`config.mk`:
```
export PLATFORM = sky130hd
export DESIGN_NAME = json_string_unescape_flat
export DESIGN_NICKNAME = d
export VERILOG_FILES = /design/src/design/jsu_pkg.sv /design/src/design/jsu_if.sv /design/src/design/jsu_decode.sv /design/src/design/jsu_emit.sv /design/src/design/json_string_unescape.sv /design/src/flat_wrapper.sv
export SDC_FILE = /design/constraint.sdc
export NUM_CORES = 1
export LEC_CHECK = 0
export BUFFER_PORTS_ARGS = -buffer_cell sky130_fd_sc_hd__buf_2
export CAP_MARGIN = 20
export CORE_MARGIN = 2
export CORE_UTILIZATION = 45
export DETAILED_ROUTE_END_ITERATION = 10
export SYNTH_ARGS = -nofsm -noshare
export SYNTH_HDL_FRONTEND = slang
export SYNTH_HIERARCHICAL = 1
export SYNTH_SLANG_ARGS = --single-unit
```
`constraint.sdc`:
```
create_clock -name clk -period 5.3 [get_ports clk]
set_clock_uncertainty 0.1 [all_clocks]
set_input_delay 0.265 -clock clk [delete_from_list [all_inputs] [get_ports clk]]
set_output_delay 0.265 -clock clk [all_outputs]
set_load 0.01 [all_outputs]
```
`src/design/jsu_pkg.sv`:
```
`default_nettype none
package jsu_pkg;

  typedef enum logic [1:0] {
    PH_PLAIN = 2'd0,
    PH_ESC   = 2'd1,
    PH_HEX   = 2'd2
  } jsu_phase_t;

  localparam int unsigned MAX_RES = 3;

  localparam logic [7:0] TOP_BIT    = 8'h80;
  localparam logic [1:0] HEX_LAST   = 2'd3;

  localparam logic [7:0] CH_QUOTE   = 8'h22;
  localparam logic [7:0] CH_BSLASH  = 8'h5C;
  localparam logic [7:0] CH_SLASH   = 8'h2F;
  localparam logic [7:0] CH_B       = 8'h62;
  localparam logic [7:0] CH_F       = 8'h66;
  localparam logic [7:0] CH_N       = 8'h6E;
  localparam logic [7:0] CH_R       = 8'h72;
  localparam logic [7:0] CH_T       = 8'h74;
  localparam logic [7:0] CH_U       = 8'h75;

  localparam logic [7:0] BYTE_BS    = 8'h08;
  localparam logic [7:0] BYTE_FF    = 8'h0C;
  localparam logic [7:0] BYTE_LF    = 8'h0A;
  localparam logic [7:0] BYTE_CR    = 8'h0D;
  localparam logic [7:0] BYTE_TAB   = 8'h09;

  // results caused by one input item
  typedef struct packed {
    logic [1:0]         cnt;
    logic               done;
    logic [2:0][7:0]    bytes;
  } jsu_grp_t;

endpackage
`default_nettype wire

```
`src/design/jsu_if.sv`:
```
`default_nettype none
interface jsu_in_if;
  logic       valid;
  logic       ready;
  logic [7:0] in_byte;

  modport source (output valid, output in_byte, input ready);
  modport sink   (input valid, input in_byte, output ready);
endinterface

interface jsu_out_if;
  logic       valid;
  logic       ready;
  logic [7:0] out_byte;
  logic       byte_valid;
  logic       string_done;
  logic       last;

  modport source (output valid, output out_byte, output byte_valid,
                  output string_done, output last, input ready);
  modport sink   (input valid, input out_byte, input byte_valid,
                  input string_done, input last, output ready);
endinterface
`default_nettype wire

```
`src/design/jsu_decode.sv`:
```
`default_nettype none
module jsu_decode (
  input  wire logic             clk,
  input  wire logic             rst_n,
  input  wire logic [7:0]       byte_i,
  input  wire logic             take,
  output jsu_pkg::jsu_grp_t     grp
);
  import jsu_pkg::*;

  jsu_phase_t  phase_r, phase_nxt;
  logic [1:0]  hex_count_r, hex_count_nxt;
  logic [15:0] code_point_r, code_point_nxt;
  logic        hex_bad_r, hex_bad_nxt;

  logic        hex_ok;
  logic [3:0]  hex_val;
  logic [15:0] cp;

  always_comb begin
    hex_ok  = 1'b1;
    hex_val = 4'd0;
    if (byte_i >= 8'h30 && byte_i <= 8'h39) begin
      hex_val = 4'(byte_i - 8'h30);
    end else if (byte_i >= 8'h61 && byte_i <= 8'h66) begin
      hex_val = 4'(byte_i - 8'h57);
    end else if (byte_i >= 8'h41 && byte_i <= 8'h46) begin
      hex_val = 4'(byte_i - 8'h37);
    end else begin
      hex_ok = 1'b0;
    end
  end

  assign cp = {code_point_r[11:0], hex_val};

  always_comb begin
    phase_nxt      = phase_r;
    hex_count_nxt  = hex_count_r;
    code_point_nxt = code_point_r;
    hex_bad_nxt    = hex_bad_r;
    grp            = '0;
    unique case (phase_r)
      PH_ESC: begin
        phase_nxt = PH_PLAIN;
        grp.cnt   = 2'd1;
        unique case (byte_i)
          CH_QUOTE:  grp.bytes[0] = CH_QUOTE;
          CH_BSLASH: grp.bytes[0] = CH_BSLASH;
          CH_SLASH:  grp.bytes[0] = CH_SLASH;
          CH_B:      grp.bytes[0] = BYTE_BS;
          CH_F:      grp.bytes[0] = BYTE_FF;
          CH_N:      grp.bytes[0] = BYTE_LF;
          CH_R:      grp.bytes[0] = BYTE_CR;
          CH_T:      grp.bytes[0] = BYTE_TAB;
          CH_U: begin
            grp.cnt        = 2'd0;
            phase_nxt      = PH_HEX;
            hex_count_nxt  = 2'd0;
            code_point_nxt = '0;
            hex_bad_nxt    = 1'b0;
          end
          default: grp.cnt = 2'd0;  // unknown escape is dropped
        endcase
      end
      PH_HEX: begin
        code_point_nxt = cp;
        if (hex_count_r != HEX_LAST) begin
          hex_count_nxt = hex_count_r + 2'd1;
          hex_bad_nxt   = hex_bad_r | ~hex_ok;
        end else begin
          phase_nxt     = PH_PLAIN;
          hex_count_nxt = 2'd0;
          hex_bad_nxt   = 1'b0;
          if (!hex_bad_r && hex_ok) begin
            if (cp < 16'h0080) begin
              grp.cnt      = 2'd1;
              grp.bytes[0] = cp[7:0];
            end else if (cp < 16'h0800) begin
              grp.cnt      = 2'd2;
              grp.bytes[0] = {3'b110, cp[10:6]};
              grp.bytes[1] = {2'b10, cp[5:0]};
            end else begin
              grp.cnt      = 2'd3;
              grp.bytes[0] = {4'b1110, cp[15:12]};
              grp.bytes[1] = {2'b10, cp[11:6]};
              grp.bytes[2] = {2'b10, cp[5:0]};
            end
          end
        end
      end
      default: begin
        // plain text, also the unreachable phase code
        phase_nxt = PH_PLAIN;
        grp.cnt   = 2'd1;
        if ((byte_i & TOP_BIT) != 8'h00) begin
          grp.bytes[0] = byte_i;
        end else if (byte_i == CH_BSLASH) begin
          grp.cnt   = 2'd0;
          phase_nxt = PH_ESC;
        end else if (byte_i == CH_QUOTE) begin
          grp.done = 1'b1;
        end else begin
          grp.bytes[0] = byte_i;
        end
      end
    endcase
  end

  always_ff @(posedge clk) begin
    if (!rst_n) begin
      phase_r      <= PH_PLAIN;
      hex_count_r  <= 2'd0;
      code_point_r <= '0;
      hex_bad_r    <= 1'b0;
    end else if (take) begin
      phase_r      <= phase_nxt;
      hex_count_r  <= hex_count_nxt;
      code_point_r <= code_point_nxt;
      hex_bad_r    <= hex_bad_nxt;
    end
  end

endmodule
`default_nettype wire

```
`src/design/jsu_emit.sv`:
```
`default_nettype none
module jsu_emit (
  input  wire logic             clk,
  input  wire logic             rst_n,
  input  wire jsu_pkg::jsu_grp_t grp_in,
  input  wire logic             load,
  output logic                  free,
  jsu_out_if.source             out_ch
);
  import jsu_pkg::*;

  logic       vld_r;
  jsu_grp_t   grp_r;
  logic [1:0] idx_r;
  logic       at_last;
  logic       fire;

  assign at_last = (idx_r == grp_r.cnt - 2'd1);
  assign fire    = vld_r && out_ch.ready;
  assign free    = !vld_r || (fire && at_last);

  assign out_ch.valid       = vld_r;
  assign out_ch.out_byte    = grp_r.done ? 8'h00 : grp_r.bytes[idx_r];
  assign out_ch.byte_valid  = !grp_r.done;
  assign out_ch.string_done = grp_r.done;
  assign out_ch.last        = at_last;

  always_ff @(posedge clk) begin
    if (!rst_n) begin
      vld_r <= 1'b0;
      idx_r <= 2'd0;
    end else if (load) begin
      vld_r <= 1'b1;
      idx_r <= 2'd0;
    end else if (fire) begin
      if (at_last) begin
        vld_r <= 1'b0;
      end else begin
        idx_r <= idx_r + 2'd1;
      end
    end
  end

  always_ff @(posedge clk) begin
    if (load) begin
      grp_r <= grp_in;
    end
  end

endmodule
`default_nettype wire

```
`src/design/json_string_unescape.sv`:
```
`default_nettype none
// each accepted item is registered, then its results are registered for output
// throughput: one input item per cycle; results leave one per cycle while
// out_ch.ready is high, a \u escape gives up to 3 results from its final digit,
// and the next item with results waits in the input register while they drain
// reset: synchronous active-low rst_n clears the decode phase and escape state and
// empties the input and result registers
module json_string_unescape (
  input  wire logic  clk,
  input  wire logic  rst_n,
  jsu_in_if.sink     in_ch,
  jsu_out_if.source  out_ch
);
  import jsu_pkg::*;

  logic       in_vld_r;
  logic [7:0] in_byte_r;
  jsu_grp_t   grp;
  logic       emit_free;
  logic       dec_take;
  logic       load;

  assign dec_take    = in_vld_r && ((grp.cnt == 2'd0) || emit_free);
  assign load        = dec_take && (grp.cnt != 2'd0);
  assign in_ch.ready = !in_vld_r || dec_take;

  always_ff @(posedge clk) begin
    if (!rst_n) begin
      in_vld_r <= 1'b0;
    end else if (in_ch.ready) begin
      in_vld_r <= in_ch.valid;
    end
  end

  always_ff @(posedge clk) begin
    if (in_ch.valid && in_ch.ready) begin
      in_byte_r <= in_ch.in_byte;
    end
  end

  jsu_decode u_decode (
    .clk    (clk),
    .rst_n  (rst_n),
    .byte_i (in_byte_r),
    .take   (dec_take),
    .grp    (grp)
  );

  jsu_emit u_emit (
    .clk    (clk),
    .rst_n  (rst_n),
    .grp_in (grp),
    .load   (load),
    .free   (emit_free),
    .out_ch (out_ch)
  );

  // a done result never carries a byte and always closes its item
  a_done_last: assert property (@(posedge clk) disable iff (!rst_n)
    out_ch.valid && out_ch.string_done |-> out_ch.last && !out_ch.byte_valid)
    else $error("done result without last or with a byte");

  // results of one item follow without a gap in valid
  a_group_cont: assert property (@(posedge clk) disable iff (!rst_n)
    out_ch.valid && out_ch.ready && !out_ch.last |=> out_ch.valid)
    else $error("result group broken off");

  // a decoded item with results shows up at the output next cycle
  a_load_shows: assert property (@(posedge clk) disable iff (!rst_n)
    load |=> out_ch.valid)
    else $error("loaded results not offered");

endmodule
`default_nettype wire

```
`src/flat_wrapper.sv`:
```
// flat-port wrapper written by rule: the top's interface ports become plain ports
module json_string_unescape_flat import jsu_pkg::*;
  (clk, rst_n, in_ch_valid, in_ch_in_byte, in_ch_ready, out_ch_valid, out_ch_out_byte, out_ch_byte_valid, out_ch_string_done, out_ch_last, out_ch_ready);
  jsu_in_if in_ch_i ();
  jsu_out_if out_ch_i ();
  input  wire logic clk;
  input  wire logic rst_n;
  input wire logic [$bits(in_ch_i.valid)-1:0] in_ch_valid;
  input wire logic [$bits(in_ch_i.in_byte)-1:0] in_ch_in_byte;
  output wire logic [$bits(in_ch_i.ready)-1:0] in_ch_ready;
  output wire logic [$bits(out_ch_i.valid)-1:0] out_ch_valid;
  output wire logic [$bits(out_ch_i.out_byte)-1:0] out_ch_out_byte;
  output wire logic [$bits(out_ch_i.byte_valid)-1:0] out_ch_byte_valid;
  output wire logic [$bits(out_ch_i.string_done)-1:0] out_ch_string_done;
  output wire logic [$bits(out_ch_i.last)-1:0] out_ch_last;
  input wire logic [$bits(out_ch_i.ready)-1:0] out_ch_ready;
  assign in_ch_i.valid = in_ch_valid;
  assign in_ch_i.in_byte = in_ch_in_byte;
  assign in_ch_ready = in_ch_i.ready;
  assign out_ch_valid = out_ch_i.valid;
  assign out_ch_out_byte = out_ch_i.out_byte;
  assign out_ch_byte_valid = out_ch_i.byte_valid;
  assign out_ch_string_done = out_ch_i.string_done;
  assign out_ch_last = out_ch_i.last;
  assign out_ch_i.ready = out_ch_ready;
  json_string_unescape u_core (.clk(clk), .rst_n(rst_n), .in_ch(in_ch_i), .out_ch(out_ch_i));
endmodule
```
==> run summary <==
Status: finished clean
Number of port buffers: 24
Fin area: 3456 um2
Worst setup SP type: flop
CP Capture Type: flop
Cell variety after synth: 67
RSZ-0062 raised after global routing: no
Placeable core area: 6832 um2
Global placer's final weighted congestion: 0.8412
Initial drt markers: 104
Post-Synthesis Cells: 312
I/O Pins: 25
Min Tclk post-route: 3.680 ns
Worst VDD drop: 0.09554 mV
Cell family with most CP delay: compound AO/OA/AOI/OAI gates
CTS tree: done
Critical path buffers and inverters: 1
EDFF count, synth: 35
Crit path arrival time: 3.82 ns
Slew margin rel.: 46.74%
Final setup viols: 0
# diodes: 0
Drt first pass iters: 5
Share of the synthesized area in the top cell type: 32.84%
Max Freq: 271.7 MHz
P_leak: 0.001256 uW
Global-route wire length before repair: 12030 um
Die H: 88.34 um
WP data required: 5.44 ns
Synth top cells by count: edfxtp_1 (35), nand2_1 (30), dfxtp_1 (21)
HP Class: input pin to flop
Num rows: 30
Flop2flop setup slack: 1.62 ns
Hold_buf cts: 0
Critical path class: flop to flop
CTS buffer count: 5
Post-DP HPWL: 5262 um
Hold Vio Cnt, Final: 0
Main synth FF type: edfxtp_1
Vias in the first global route: 2308
Top-count cell post-synth: edfxtp_1
Most frequent CP cell: o21a_1
Area post-placement: 3356 um2
Measured slew at the worst slew-check pin: 0.7906 ns
Share of cells above drive strength 1: 16.51%
H-tree depth: 2
Total gr overflow: 0
Die width: 88.34 um
Yosys top cell by area: edfxtp_1
Power per cell area: 234.5 nW/um2
Fin Hold WS: 0.02755 ns
DRC Markers: 0
Synth area leaders: edfxtp_1 (33%), dfxtp_1 (13%), mux2i_1 (4.1%), nand2_1 (3.5%), a21boi_0 (3.0%)
Mapped Area: 3201 um2
Syn_area_per_cell: 10.26 um2
Sink Count: 56
# resized after CTS: 0
Layout area overhead: 7.975%
DRT antenna net count: 0
WL final: 7353 um
DR vias/cell: 5.721
Clk root buf: clkbuf_8
GRT Total Usage: 20.29%
Worst-path fanout max: 17
Initial Utilization: 46.85%
Yosys reg bits: 56
Largest net degree at the start of global routing: 31
Post-synthesis sequential area ratio: 45.97%
Max Buffers Root-to-Sink: 2
Post-layout util: 50.59%
Non-Filler Instances: 423
# nets final: 345
TNS Setup: 0 ns
Crit-path max cell delay: 0.53 ns
Placed Cells: 415
Vias: 2420
Post-CTS Setup Inserts: 0
Die ar.: 7803 um2
Worst path slowest cell: edfxtp_1
Period utilisation layout: 69.44%
Final slew viol count: 0
Async set-reset flop share out of synthesis: 0%
YS warnings: 6
CP Cell Sequence: inv_1 > ha_1 > nor3b_1 > nor3b_4 > o21a_1 > o21ai_1 > a32oi_1 > nor2_1 > o21a_1 > o21ai_2 > or3_1 > a21boi_0
Clk slew on worst S/H paths: 0.10 ns
# Max-Cap Violations: 0
DR WL/cell: 17.38 um
Clk_lat worst skew: 0.31 ns
Initial antenna violation count: 0
-- cell usage in the layout, fill, tap and decap left out, drive strengths merged, types with 3 or more instances in the layout --
cell type and count:
or2 8, ha 7, nor3 7, nand3 5
nand2b 10, nand2 30, a32oi 4, a22o 6
a221oi 3, buf 25, clkbuf 6, nand4 3
mux2i 14, a21boi 13, nor2b 11, o221ai 3
nor3b 3, a21o 3, dfxtp 21, a21oi 16
inv 12, o21ai 11, o2111ai 10, and3 6
o21a 4, edfxtp 35, nor2 11, o211ai 3
-- registers in the layout, indices dropped and copies added, names as in the netlist --
| name | count |
|---|---|
| u_core/u_decode/hex_count_r | 2 |
| u_core/u_decode/code_point_r | 12 |
| u_core/in_vld_r | 1 |
| u_core/u_emit/out_ch.string_done | 1 |
| u_core/in_byte_r | 8 |
| u_core/u_decode/hex_bad_r | 1 |
| u_core/u_emit/grp_r | 26 |
| u_core/u_emit/idx_r | 2 |
| u_core/u_emit/out_ch.valid | 1 |
| u_core/u_decode/phase_r | 2 |
-- per-stage QoR --
| stage | total power, uW | worst slack (ns) |
|---|---|---|
| global route | 845.7 | 1.274 |
| global placement | 563.0 | 1.806 |
| finish | 810.2 | 1.620 |
| floorplan | 541.0 | 1.508 |
| detailed placement | 564.1 | 1.676 |
| CTS | 818.4 | 1.641 |
-- cell families after synthesis --
logic type      Yosys count  share of synthesized area, %
compound gates           90                         20.99
xor+xnor                  1                        0.5083
fa+ha+maj                 7                         2.736
buf+inv                  31                         4.495
flops                    56                         45.97
mux                      14                         4.495
other cells               1                        0.1172
simple gates            112                         20.68
-- per-layer routing --
layer	GRT usage, %	up-vias	share of wire, %	wire length, um
met5	0	-	0	0
met4	5.923	0	2.2	159
met3	3.172	15	4.4	327
met2	33.15	70	47	3459
met1	28.02	1134	46	3406
li1	-	1201	-	-
-- final timing paths --
check | endpoint | cells after the start | start
setup reg to reg | u_core/u_decode/hex_count_r[0] | 12 | u_core/in_byte_r[0]
setup / recovery | u_core/u_decode/hex_count_r[0] | 12 | u_core/in_byte_r[0]
hold / removal | u_core/in_byte_r[2] | 1 | in_ch_in_byte[2]
hold reg to reg | u_core/u_decode/hex_count_r[1] | 2 | u_core/u_decode/hex_count_r[1]
-- worst register-to-register path, delay by kind of cell, from the launching register on --
kind	cells	cell delay, ns
flip-flops	1	0.53
AND/OR/NAND/NOR	4	1.07
buffers and inverters	1	0.13
adder cells (fa/ha/maj)	1	0.28
AO/OA/AOI/OAI	6	1.51
-- power by group --
part	leakage (uW)	internal [uW]	switching, uW	total (uW)
Clock	0.0000570	119	137	256
Combinational	0.000690	26.9	36.9	63.8
Sequential	0.000509	477	13.3	490
Total	0.00126	623	187	810
-- layout make-up --
class / count / area [um2]
clock buffers: 6 / 73.82
clock inverters: 2 / 26.28
fillers: 666 / 3376
inverters: 12 / 45.04
multi-input cells: 226 / 1592
flip-flops and latches: 56 / 1471
well taps: 96 / 120.1
repair buffers: 25 / 127.6
(Power assumes the default switching activity.)
